[config.mk]
export PLATFORM = sky130hd
export DESIGN_NAME = text_line_ending_cleanup_unit
export DESIGN_NICKNAME = d
export VERILOG_FILES = /design/src/rtl/tlec_pkg.sv /design/src/rtl/tlec_front.sv /design/src/rtl/tlec_queue.sv /design/src/rtl/tlec_back.sv /design/src/rtl/text_line_ending_cleanup_unit.sv
export VERILOG_INCLUDE_DIRS = /design/src /design/src/rtl
export SDC_FILE = /design/constraint.sdc
export NUM_CORES = 1
export LEC_CHECK = 0
export BUFFER_PORTS_ARGS = -buffer_cell sky130_fd_sc_hd__buf_2
export CAP_MARGIN = 25
export CELL_PAD_IN_SITES_DETAIL_PLACEMENT = 0
export CELL_PAD_IN_SITES_GLOBAL_PLACEMENT = 1
export CORE_MARGIN = 3
export CORE_UTILIZATION = 38
export CTS_CLUSTER_SIZE = 8
export DETAILED_ROUTE_END_ITERATION = 12
export GPL_TIMING_DRIVEN = 1
export PLACE_DENSITY_LB_ADDON = 0.1
export SETUP_SLACK_MARGIN = 0.02
export SYNTH_ARGS = -nofsm -noshare
export SYNTH_HDL_FRONTEND = slang
export SYNTH_SLANG_ARGS = --single-unit
export TNS_END_PERCENT = 50
[constraint.sdc]
create_clock -name clk -period 5.45 [get_ports clk]
set_clock_uncertainty 0.2 [all_clocks]
set_input_delay 0.8175 -clock clk [delete_from_list [all_inputs] [get_ports clk]]
set_output_delay 0.8175 -clock clk [all_outputs]
set_load 0.1 [all_outputs]
[src/rtl/text_line_ending_cleanup_unit_macros.svh]
// ----------------------------------------------------------------------------
// Assertion macros for the line-ending cleanup unit
// Shared clocked-assertion forms; every check is disabled during reset.
// ----------------------------------------------------------------------------
`ifndef TEXT_LINE_ENDING_CLEANUP_UNIT_MACROS_SVH
`define TEXT_LINE_ENDING_CLEANUP_UNIT_MACROS_SVH

// Property checked on every rising clock edge outside reset
`define TLEC_ASSERT(label, prop, msg) \
  label: assert property (@(posedge clk) disable iff (rst) prop) else $error(msg);

// Condition that must never be true outside reset
`define TLEC_NEVER(label, cond, msg) \
  `TLEC_ASSERT(label, !(cond), msg)

`endif

[src/rtl/tlec_pkg.sv]
// ----------------------------------------------------------------------------
// Line-ending cleanup package
// Byte codes, register indexes, state and transfer types shared by the unit.
// ----------------------------------------------------------------------------
package tlec_pkg;

  // Bundle queue depth (bundles of up to three output bytes)
  localparam int QueueDepth = 4;

  // Most output bytes one input item can cause
  localparam int MaxResults = 3;
  localparam int CountW     = 2;

  // Configuration index width
  localparam int CfgIndexW = 2;

  // Byte codes
  localparam logic [7:0] BYTE_CTRL_D  = 8'h04;
  localparam logic [7:0] BYTE_TAB     = 8'h09;
  localparam logic [7:0] BYTE_LF      = 8'h0A;
  localparam logic [7:0] BYTE_CR      = 8'h0D;
  localparam logic [7:0] BYTE_SUB     = 8'h1A;
  localparam logic [7:0] BYTE_SP      = 8'h20;
  localparam logic [7:0] BYTE_UPPER_A = 8'h41;
  localparam logic [7:0] BYTE_UPPER_Z = 8'h5A;
  localparam logic [7:0] CASE_OFFSET  = 8'h20;

  // Configuration register indexes
  typedef enum logic [CfgIndexW-1:0] {
    CFG_STRIP_LEADING = 2'd0,
    CFG_TO_LOWER      = 2'd1,
    CFG_HALF_NEWLINES = 2'd2,
    CFG_DOUBLE_SPACE  = 2'd3
  } cfg_index_t;

  // What the front end is holding back
  typedef enum logic [1:0] {
    MODE_SEARCH = 2'd0,
    MODE_CR     = 2'd1,
    MODE_Z      = 2'd2
  } pend_mode_t;

  typedef struct packed {
    logic strip_leading;
    logic to_lower;
    logic half_newlines;
    logic double_space;
  } cfg_regs_t;

  typedef struct packed {
    pend_mode_t pending_mode;
    logic       at_line_start;
    logic       newline_toggle;
    logic       last_was_regular;
  } front_state_t;

  localparam front_state_t FRONT_STATE_RESET = '{
    pending_mode:     MODE_SEARCH,
    at_line_start:    1'b1,
    newline_toggle:   1'b0,
    last_was_regular: 1'b0
  };

  // Output bytes of one input item; bytes[0] goes out first
  typedef struct packed {
    logic [CountW-1:0]           cnt;
    logic [MaxResults-1:0][7:0]  bytes;
  } bundle_t;

  typedef struct packed {
    logic [7:0] in_byte;
    logic       end_of_text;
  } in_item_t;

  typedef struct packed {
    logic [7:0] out_byte;
    logic       last_of_run;
  } out_item_t;

endpackage

[src/rtl/tlec_front.sv]
// ----------------------------------------------------------------------------
// Line-ending cleanup front end
// Accepts one byte per cycle while the queue is not full, tracks line state and builds the output bundle.
// ----------------------------------------------------------------------------
module tlec_front import tlec_pkg::*; (
  input  logic         clk,
  input  logic         rst,
  input  cfg_regs_t    cfg,
  input  logic         in_valid,
  output logic         in_ready,
  input  in_item_t     in_data,
  input  logic         q_full,
  output logic         push_valid,
  output bundle_t      push_data,
  output front_state_t state
);

  front_state_t st;
  front_state_t st_next;
  logic         accept;
  logic         pre_en;
  logic         main_en;
  logic         dbl_en;
  logic [7:0]   pre_byte;
  logic [7:0]   main_byte;
  logic [7:0]   b;
  logic         is_blank;

  assign in_ready = !q_full;
  assign accept   = in_valid && in_ready;
  assign b        = in_data.in_byte;
  assign is_blank = (b == BYTE_SP) || (b == BYTE_TAB);

  // Classify the byte: optional held-back byte, main byte, extra LF
  always_comb begin
    st_next   = st;
    pre_en    = 1'b0;
    pre_byte  = BYTE_LF;
    main_en   = 1'b0;
    main_byte = BYTE_LF;
    dbl_en    = 1'b0;
    if (in_data.end_of_text) begin
      main_en = (st.pending_mode == MODE_CR) || st.last_was_regular;
      st_next = FRONT_STATE_RESET;
    end else if (b == BYTE_CTRL_D) begin
      st_next = st;
    end else begin
      st_next.last_was_regular = 1'b0;
      if (b == BYTE_LF) begin
        st_next.at_line_start = 1'b1;
        pre_en   = (st.pending_mode == MODE_Z);
        pre_byte = BYTE_SUB;
        st_next.pending_mode = MODE_SEARCH;
        if (!st.newline_toggle || !cfg.half_newlines) begin
          main_en = 1'b1;
          dbl_en  = cfg.double_space;
        end
        st_next.newline_toggle = !st.newline_toggle;
      end else if (b == BYTE_CR) begin
        st_next.at_line_start  = 1'b1;
        st_next.newline_toggle = 1'b0;
        pre_en   = (st.pending_mode == MODE_Z) || (st.pending_mode == MODE_CR);
        pre_byte = (st.pending_mode == MODE_Z) ? BYTE_SUB : BYTE_LF;
        st_next.pending_mode = MODE_CR;
      end else if (b == BYTE_SUB) begin
        st_next.newline_toggle = 1'b0;
        pre_en   = (st.pending_mode == MODE_CR);
        pre_byte = BYTE_LF;
        st_next.pending_mode = MODE_Z;
      end else if (is_blank && cfg.strip_leading && st.at_line_start) begin
        // leading blank dropped; pending byte stays pending
        st_next.last_was_regular = 1'b0;
      end else begin
        st_next.at_line_start    = 1'b0;
        st_next.newline_toggle   = 1'b0;
        st_next.last_was_regular = 1'b1;
        pre_en   = (st.pending_mode == MODE_Z) || (st.pending_mode == MODE_CR);
        pre_byte = (st.pending_mode == MODE_Z) ? BYTE_SUB : BYTE_LF;
        st_next.pending_mode = MODE_SEARCH;
        main_en  = 1'b1;
        if (cfg.to_lower && (b >= BYTE_UPPER_A) && (b <= BYTE_UPPER_Z)) begin
          main_byte = b + CASE_OFFSET;
        end else begin
          main_byte = b;
        end
      end
    end
  end

  // Pack the enabled bytes in order; the extra LF only follows a main LF
  always_comb begin
    push_data.cnt = {1'b0, pre_en} + {1'b0, main_en} + {1'b0, dbl_en};
    push_data.bytes[0] = pre_en ? pre_byte : (main_en ? main_byte : BYTE_LF);
    push_data.bytes[1] = (pre_en && main_en) ? main_byte : BYTE_LF;
    push_data.bytes[2] = BYTE_LF;
  end

  assign push_valid = accept && (push_data.cnt != '0);
  assign state      = st;

  // Line state register
  always_ff @(posedge clk) begin
    if (rst) begin
      st <= FRONT_STATE_RESET;
    end else if (accept) begin
      st <= st_next;
    end
  end

endmodule

[src/rtl/tlec_queue.sv]
// ----------------------------------------------------------------------------
// Line-ending cleanup bundle queue
// Small FIFO of output bundles between the front and back ends.
// ----------------------------------------------------------------------------
module tlec_queue import tlec_pkg::*; #(
  parameter int DEPTH = QueueDepth
) (
  input  logic    clk,
  input  logic    rst,
  input  logic    push_valid,
  input  bundle_t push_data,
  output logic    full,
  input  logic    pop,
  output logic    head_valid,
  output bundle_t head_data
);

  localparam int PtrW = (DEPTH > 1) ? $clog2(DEPTH) : 1;
  localparam int CntW = $clog2(DEPTH + 1);

  bundle_t         mem [DEPTH];
  logic [PtrW-1:0] wr_ptr;
  logic [PtrW-1:0] rd_ptr;
  logic [CntW-1:0] count;
  logic            do_push;
  logic            do_pop;

  assign full       = (count == CntW'(DEPTH));
  assign head_valid = (count != '0);
  assign head_data  = mem[rd_ptr];
  assign do_push    = push_valid && !full;
  assign do_pop     = pop && head_valid;

  // Storage
  always_ff @(posedge clk) begin
    if (do_push) begin
      mem[wr_ptr] <= push_data;
    end
  end

  // Pointers and fill count
  always_ff @(posedge clk) begin
    if (rst) begin
      wr_ptr <= '0;
      rd_ptr <= '0;
      count  <= '0;
    end else begin
      if (do_push) begin
        wr_ptr <= (wr_ptr == PtrW'(DEPTH - 1)) ? '0 : wr_ptr + 1'b1;
      end
      if (do_pop) begin
        rd_ptr <= (rd_ptr == PtrW'(DEPTH - 1)) ? '0 : rd_ptr + 1'b1;
      end
      if (do_push && !do_pop) begin
        count <= count + 1'b1;
      end else if (!do_push && do_pop) begin
        count <= count - 1'b1;
      end
    end
  end

endmodule

[src/rtl/tlec_back.sv]
// ----------------------------------------------------------------------------
// Line-ending cleanup back end
// Serializes queued bundles into an output register, one byte per cycle while out_ready is high.
// ----------------------------------------------------------------------------
module tlec_back import tlec_pkg::*; (
  input  logic      clk,
  input  logic      rst,
  input  logic      head_valid,
  input  bundle_t   head_data,
  output logic      pop,
  output logic      out_valid,
  input  logic      out_ready,
  output out_item_t out_data
);

  logic [CountW-1:0] idx;
  logic              load;
  logic              is_last;

  assign load    = head_valid && (!out_valid || out_ready);
  assign is_last = (idx == head_data.cnt - 1'b1);
  assign pop     = load && is_last;

  // Byte index within the head bundle
  always_ff @(posedge clk) begin
    if (rst) begin
      idx <= '0;
    end else if (load) begin
      idx <= is_last ? '0 : idx + 1'b1;
    end
  end

  // Output register
  always_ff @(posedge clk) begin
    if (rst) begin
      out_valid <= 1'b0;
    end else if (load) begin
      out_valid <= 1'b1;
    end else if (out_ready) begin
      out_valid <= 1'b0;
    end
  end

  always_ff @(posedge clk) begin
    if (load) begin
      out_data.out_byte    <= head_data.bytes[idx];
      out_data.last_of_run <= is_last;
    end
  end

endmodule

[src/rtl/text_line_ending_cleanup_unit.sv]
// ----------------------------------------------------------------------------
// Text line-ending cleanup unit
// CR/CR-LF to LF conversion with control-D/control-Z handling and options.
// ----------------------------------------------------------------------------
//  channel | direction | handshake              | payload
//  --------+-----------+------------------------+-------------------------------
//  in      | input     | in_valid / in_ready    | in_data (in_byte, end_of_text)
//  out     | output    | out_valid / out_ready  | out_data (out_byte, last_of_run)
//  cfg     | input     | cfg_valid / cfg_ready  | cfg_index, cfg_data
//
// One input byte per cycle while the bundle queue (QUEUE_DEPTH entries) has room.
// The back end sends one output byte per cycle while out_ready is high; an item
// with 2 or 3 result bytes holds it until all of them have gone out. The first
// output byte is written to the bundle queue, then to the output register.
// Synchronous reset clears config, line state, queue and the output valid flag.
// Output stalls back up through the queue, then drop in_ready.
// ----------------------------------------------------------------------------
module text_line_ending_cleanup_unit import tlec_pkg::*; #(
  parameter int QUEUE_DEPTH = QueueDepth
) (
  input  logic                 clk,
  input  logic                 rst,
  input  logic                 in_valid,
  output logic                 in_ready,
  input  in_item_t             in_data,
  output logic                 out_valid,
  input  logic                 out_ready,
  output out_item_t            out_data,
  input  logic                 cfg_valid,
  output logic                 cfg_ready,
  input  logic [CfgIndexW-1:0] cfg_index,
  input  logic                 cfg_data
);

`include "text_line_ending_cleanup_unit_macros.svh"

  cfg_regs_t    cfg;
  logic         q_full;
  logic         push_valid;
  bundle_t      push_data;
  logic         pop;
  logic         head_valid;
  bundle_t      head_data;
  front_state_t front_st;
  logic         eot_xfer;

  assign cfg_ready = 1'b1;

  // Configuration registers
  always_ff @(posedge clk) begin
    if (rst) begin
      cfg <= '0;
    end else if (cfg_valid && cfg_ready) begin
      case (cfg_index)
        CFG_STRIP_LEADING: cfg.strip_leading <= cfg_data;
        CFG_TO_LOWER:      cfg.to_lower      <= cfg_data;
        CFG_HALF_NEWLINES: cfg.half_newlines <= cfg_data;
        CFG_DOUBLE_SPACE:  cfg.double_space  <= cfg_data;
        default:           cfg               <= cfg;
      endcase
    end
  end

  tlec_front u_front (
    .clk        (clk),
    .rst        (rst),
    .cfg        (cfg),
    .in_valid   (in_valid),
    .in_ready   (in_ready),
    .in_data    (in_data),
    .q_full     (q_full),
    .push_valid (push_valid),
    .push_data  (push_data),
    .state      (front_st)
  );

  tlec_queue #(
    .DEPTH (QUEUE_DEPTH)
  ) u_queue (
    .clk        (clk),
    .rst        (rst),
    .push_valid (push_valid),
    .push_data  (push_data),
    .full       (q_full),
    .pop        (pop),
    .head_valid (head_valid),
    .head_data  (head_data)
  );

  tlec_back u_back (
    .clk        (clk),
    .rst        (rst),
    .head_valid (head_valid),
    .head_data  (head_data),
    .pop        (pop),
    .out_valid  (out_valid),
    .out_ready  (out_ready),
    .out_data   (out_data)
  );

  assign eot_xfer = in_valid && in_ready && in_data.end_of_text;

  // A bundle carries at least one byte, and only non-empty queues are popped
  `TLEC_NEVER(a_push_empty_bundle, push_valid && (push_data.cnt == '0), "empty bundle pushed")
  `TLEC_NEVER(a_pop_empty_queue, pop && !head_valid, "pop from empty queue")
  // End of text returns the line state to its reset values
  `TLEC_ASSERT(a_eot_clears_state, eot_xfer |=> (front_st == FRONT_STATE_RESET), "state kept")

endmodule
# Word-level counts from Yosys, hierarchy flattened
# Memories as Yosys holds them, arrays and structs flattened. A register that Yosys moved wholly into a read port is not among the register bits.
# Index checks and enable logic that the tools add are counted.
[op_classes]
add_sub_neg = 9
multipliers = 0
div = 0
magnitude_cmp = 3
n_eq_ne = 19
n_shift = 0
mux = 56
bitwise_logic = 0
n_reduce_logical = 36
[op_table]
columns = ["operator", "count"]
rows = [
  ["two-way mux 8 bit", 17],
  ["== test 8 x 4 -> 1 bit, second input constant", 3],
  ["two-way mux 1 bit", 24],
  ["binary-select mux 8 bit (select 2 bit)", 1],
  ["two-way mux 5 bit", 3],
  ["logical AND 1 bit", 13],
  ["two-way mux 2 bit", 6],
  ["two-way mux 4 bit", 3],
  ["== test 2 bit, second input constant", 5],
  ["AND reduction 2 bit", 5],
  ["adder 8 x 6 -> 8 bit, second input constant", 1],
  ["== test 8 x 3 -> 1 bit, second input constant", 1],
  ["== test 8 x 5 -> 1 bit, second input constant", 1],
  ["== test 8 x 6 -> 1 bit, second input constant", 1],
  ["greater-or-equal comparator 8 x 7 -> 1 bit, second input constant", 1],
  ["<= comparator 8 x 7 -> 1 bit, second input constant", 1],
  ["inequality test 4 x 2 -> 1 bit, second input constant", 2],
  ["adder 2 x 1 -> 2 bit, second input constant", 3],
  ["zero test 1 bit", 6],
  ["two-way mux 3 bit", 2],
  ["nonzero test 2 bit", 3],
  ["logical OR 1 bit", 5],
  ["inequality test 5 x 2 -> 1 bit, second input constant", 1],
  ["== test 2 x 1 -> 1 bit, second input constant", 2],
  ["13 further kinds", 13],
]
[totals]
regBits = 28
latch_bits = 0
mem_bits_rw = 72
mem_bits_ro = 0
input_bits = 17
output_inout_bits = 12
elab_cells = 139
n_memories = 1
[memory_table]
columns = ["name", "words", "width", "read_ports", "rd_clocked_by_memory_dff", "write_ports", "line", "text"]
rows = [
  ["u_queue.mem", 4, 18, 1, 1, 1, "tlec_queue.sv:21", "bundle_t mem [DEPTH];"],
]

# Logic depth before layout (Yosys ltp)
[depth]
depth_word = 19
mapped_depth = 14
depth_no_buf = 14

# Cells and area by module
# A second synthesis with hierarchy kept.
[hier_totals]
cells_unflattened = 383
hier_area_um2 = 5918.2
[modules_own_cells]
columns = ["module", "n_inst", "cells_each", "area_per_inst_um2", "seq_area_each_um2"]
rows = [
  ["tlec_queue", 1, 186, 4256.6, 3303.2],
  ["tlec_front", 1, 118, 830.8, 100.1],
  ["tlec_back", 1, 60, 635.6, 330.3],
  ["text_line_ending_cleanup_unit", 1, 19, 195.2, 80.1],
]

# Worst setup path before layout
# Ideal clock, no wire load.
[synth_path]
path_type = "in2reg"
start = "input port in_data[3] (netlist bit)"
end = "register u_queue.count[2]"
setup_time_ps = 71
arrival_ps = 4197
required_ps = 5179
setup_slack_ps = 982
cell_stages = 13
n_path_buf = 1
cell_sequence = "buf_2 -> or3_1 -> a211oi_4 -> nor3_1 -> o31ai_2 -> fa_1 -> a21boi_1 -> ha_1 -> inv_1 -> fa_1 -> xor2_1 -> or3_1 -> a21oi_1"
[synth_via]
elab_chain_len = 18
word_cells_on_any_way = 34
cone_classes = "add/sub (2); eq/ne (6); mux (16); reduce/logical (10)"
[synth_lines]
columns = ["item", "line", "text"]
rows = [
  ["start: declaration", "text_line_ending_cleanup_unit.sv:25", "input in_item_t in_data,"],
  ["== test 8 x 6 -> 1 bit or == test 8 x 4 -> 1 bit (tied branches)", "tlec_front.sv:32", "assign is_blank = (b == BYTE_SP) || (b == BYTE_TAB);"],
  ["logical OR 1 bit", "tlec_front.sv:32", ""],
  ["logical AND 1 bit (2 in a row)", "tlec_front.sv:70", "end else if (is_blank && cfg.strip_leading && st.at_line_start) begin"],
  ["two-way mux 1 bit", "tlec_front.sv:70", ""],
  ["two-way mux 1 bit", "tlec_front.sv:65", "end else if (b == BYTE_SUB) begin"],
  ["two-way mux 1 bit", "tlec_front.sv:59", "end else if (b == BYTE_CR) begin"],
  ["two-way mux 1 bit", "tlec_front.sv:49", "if (b == BYTE_LF) begin"],
  ["two-way mux 1 bit", "tlec_front.sv:45", "end else if (b == BYTE_CTRL_D) begin"],
  ["[... 2 more ...]", "n/a", ""],
  ["adder 2 x 1 -> 2 bit (*)", "tlec_front.sv:92", "push_data.cnt = {1'b0, pre_en} + {1'b0, main_en} + {1'b0, dbl_en};"],
  ["nonzero test 2 bit (*)", "tlec_front.sv:98", "assign push_valid = accept && (push_data.cnt != '0);"],
  ["logical AND 1 bit (*)", "tlec_front.sv:98", ""],
  ["logical AND 1 bit (*)", "tlec_queue.sv:31", "assign do_push = push_valid && !full;"],
  ["net u_queue.do_push", "tlec_queue.sv:25", "logic do_push;"],
  ["zero test 1 bit", "tlec_queue.sv:56", "end else if (!do_push && do_pop) begin"],
  ["logical AND 1 bit", "tlec_queue.sv:56", ""],
  ["nonzero test 2 bit (no source line)", "n/a", ""],
  ["end signal: assignment", "tlec_queue.sv:55", "count <= count + 1'b1;"],
  ["end signal: assignment", "tlec_queue.sv:57", "count <= count - 1'b1;"],
  ["end: declaration", "tlec_queue.sv:24", "logic [CntW-1:0] count;"],
]
# The timed path passes the listed nets; every way through them passes the cells marked *.
# A chain may end at the register's enable or synchronous reset.

# Worst setup path after layout
[layout_path]
start = "input port in_data[4] (netlist bit)"
end = "register u_queue.count[2]"
# Same word-level chain as after synthesis.

==> run_results.csv <==
group,metric,value,unit
status,outcome,"complete, no violations",
setup_path,crit_path_end,"u_queue.count[2]",
sta,tns,0,ns
yosys,synth_area_leader_cell,"edfxtp_1",
grt,grt_max_degree,23,
cells_and_area,area_growth,13.01,%
setup_path,cp-end-kind,"flip-flop",
sta,final.min_clock_period,4.265,ns
setup_path,ff2ff_path_depth,13,
detailed_routing,drtAntennaViolNets,0,
yosys,synth_seq_cells,102,
grt,overflow,0,
clock_tree,clkSlewWorstSetupHoldPaths,0.06,ns
yosys,yosysWarnings,0,
clock_tree,cts_post_setup_buffers_inserted,0,
cells_and_area,fill_cells,1046,
yosys,syn_inst,325,
cells_and_area,design_area,5164,um2
flow_run,drv_cap,0,
pwr,power_frac_seq,42.0,%
setup_path,crit_fanout,11,
die,dieArea,13380,um2
hold_path,hold_depth,2,
detailed_routing,vias,2648,
detailed_routing,viasPerCell,5.264,
yosys,synthFlopType,"edfxtp_1",
grt,grt_pass1_vias,2578,
clock_tree,clock_path_buffers,2,
placement,dpl_cell_area,4858,um2
yosys,seq_area_frac_synth,62.43,%
grt,grt_pass1_wl,14230,um
die,chipHeight,115.7,um
setup_path,crit_arrival,4.34,ns
die,initial_utilization,39.51,%
yosys,synth_area_leaders,"edfxtp_1, dfxtp_1, mux4_2",
cells_and_area,multi_input_area,1587,um2
detailed_routing,drt-total-wl,8830,um
grt,grt.busiest_layer,"met2",
setup_path,r2r_end,"u_queue.count[2]",
grt,use_met2,22.88,%
sta,fin_crit_sh,78.26,%
detailed_routing,firstDrtPassIters,4,
setup_path,required,5.53,ns
cells_and_area,finish.utilization,44.65,%
setup_path,crit_type,"in2reg",
pwr,fin_total_pwr,2.444,mW
setup_path,r2r_start,"cfg[3]",
sta,slew_violations,0,
clock_tree,ctsHoldBuffers,0,
die,io_pins,29,
die,die_x,115.7,um
cells_and_area,seqCellArea,2853,um2
clock_tree,cts_tree,"built",
placement,numPortBuffers,27,
setup_path,rrSetupSlack,1.73,ns
placement,dpl.hpwl,6070,um
sta,worst_pin_slew,0.9406,ns
die,num_rows,39,
hold_path,hp-class,"reg2reg",
grt,grt_use_met3,3.290,%
grt,track_usage,14.58,%
pwr,p_sw,0.8708,mW
clock_tree,clock-sinks,102,
sta,finalSetupViolCount,0,
pwr,leakage,1.783,nW
clock_tree,clk_latency,0.34,ns
detailed_routing,drtIter0Drc,263,
sta,relSlewSlack,37.06,%
clock_tree,cts-buffers-inserted,9,
clock_tree,htreeDepth,3,
pwr,comb_power_share,31.3,%
sta,fmax,0.2345,GHz
yosys,synth_edf_count,81,
yosys,synth-async-reset-ratio,0,%
detailed_routing,drc,0,
grt,antenna_found_initial,0,
cells_and_area,diodes,0,
pwr,peakVddDrop,0.2033,mV
cells_and_area,fin_nets,383,
sta,rsz0062_at_grt,"false",
yosys,synth.avg_cell_area,14.06,um2
grt,grt_use_met1,19.56,%
detailed_routing,wl_per_cell,17.55,um
pwr,pwr-share-clk,26.8,%
yosys,post-synth-top-area-fraction,53.23,%
clock_tree,cts_resized,0,
pwr,power.density,473.3,nW/um2
sta,hold_viol_final,0,
pwr,swShare,35.63,%
cells_and_area,drive_above_1_share,19.44,%
setup_path,start_kind,"primary input",
die,core,11560,um2
yosys,synth_nets,353,
yosys,synth_cell_types,60,
yosys,syn_area,4569,um2
pwr,cellInternalPower,1.573,mW
clock_tree,root_buffer,"clkbuf_16",
placement,gp_congestion,0.7542,
setup_path,startpoint,"in_data[4]",
[cell usage in the layout, fill, tap and decap left out, types with 6 or more instances in the layout]
cell type,synthesis,layout
edfxtp_1,81,81
buf_4,1,6
dfxtp_1,21,21
and2_1,6,6
nor3_1,16,16
clkbuf_16,0,9
or3_1,7,7
ha_1,9,9
mux2i_1,9,9
buf_2,4,27
mux4_2,14,14
inv_1,14,14
nand2_1,26,26
a21oi_1,14,14
nor2_1,26,26
[through the flow]
step	setup WS, ns	std cells	hold slack (ns)
after floorplan	0.9825	325	0.2545
after global placement	0.9279	487	0.2842
after detailed placement	0.8486	487	0.2916
after CTS	1.199	503	0.3026
after global routing	0.9518	503	0.3195
final	1.185	503	0.2939
[power by group through the flow]
stage | logic, mW | registers [mW] | clock network [mW]
2_1_floorplan | 0.389 | 1.28 | 0
3_3_place_gp | 0.768 | 1.05 | 0
3_5_place_dp | 0.769 | 1.05 | 0
4_1_cts | 0.772 | 1.03 | 0.674
5_1_grt | 0.822 | 1.04 | 0.702
6_report | 0.765 | 1.03 | 0.654
[sequential cells by signal, summed over array words and instances, names as in the netlist, named ones only]
register	cells
cfg	4
u_queue.rd_ptr	2
u_front.state	5
u_back.out_valid	1
u_back.out_data	9
u_queue.wr_ptr	2
u_queue.mem	72
u_queue.count	3
u_back.idx	2
[cells in the mapped netlist (2+ instances only)]
cell / count
nand3b_1: 3
clkbuf_1: 7
nand4bb_1: 2
o21ai_0: 2
o31ai_1: 2
nand2b_1: 4
a31oi_1: 2
a21oi_1: 14
inv_1: 14
or3_1: 7
fa_1: 2
dfxtp_1: 21
nand3_1: 5
and2_1: 6
mux4_1: 4
nor3_1: 16
nand2_1: 26
xor2_1: 2
ha_1: 9
buf_2: 4
nor3b_1: 2
nor2_1: 26
nand4_1: 3
nor2b_1: 3
mux2i_1: 9
mux4_2: 14
edfxtp_1: 81
o21a_1: 2
or4_1: 2
[critical path: stages]
cell and delay [ns]:
buf_2 0.15, or3b_1 0.42, a211oi_4 0.36, nor3_1 0.16
o31ai_2 0.42, fa_1 0.49, a21boi_1 0.16, buf_4 0.17
ha_1 0.18, inv_1 0.06, fa_1 0.36, xor2_1 0.15
or3_1 0.30, a21oi_1 0.14
[routing by layer]
| metal | vias to the layer above | wire (um) |
|---|---|---|
| li1 | 1293 | - |
| met1 | 1282 | 4117 |
| met2 | 65 | 4209 |
| met3 | 8 | 335 |
| met4 | 0 | 168 |
| met5 | - | 0 |
[kinds of logic (layout without fill, tap and decap cells)]
family	after synthesis	after routing	share of synthesized area [%]
xor gates and xnor gates	3	3	0.7395
DFF	102	102	62.43
and+or+nand+nor	113	113	13.03
other	1	1	0.08207
muxes	28	28	11.66
adders and majority gates	11	11	3.341
buffers and inverters	30	65	2.848
AOI/OAI and AO/OA	37	37	5.860
[how the worst min path moves through the flow]
stage	start	to	slack [ns]
3_5_place_dp	u_front.state[4]	u_front.state[4]	0.29
3_3_place_gp	u_front.state[4]	u_front.state[4]	0.28
6_report	u_front.state[4]	u_front.state[4]	0.29
5_1_grt	u_front.state[4]	u_front.state[4]	0.32
4_1_cts	u_front.state[4]	u_front.state[4]	0.30
2_1_floorplan	u_front.state[0]	u_front.state[0]	0.25
[cell type report]
cell class                      count  share of cell area, %
Clock buffer                       10                  4.434
Clock inverter                      6                  1.478
Inverter                           16                  1.163
Multi-Input combinational cell    193                  30.72
Sequential cell                   102                  55.25
Tap cell                          143                  3.465
Timing Repair Buffer               33                  3.489
Power figures use the tool's default switching activity.
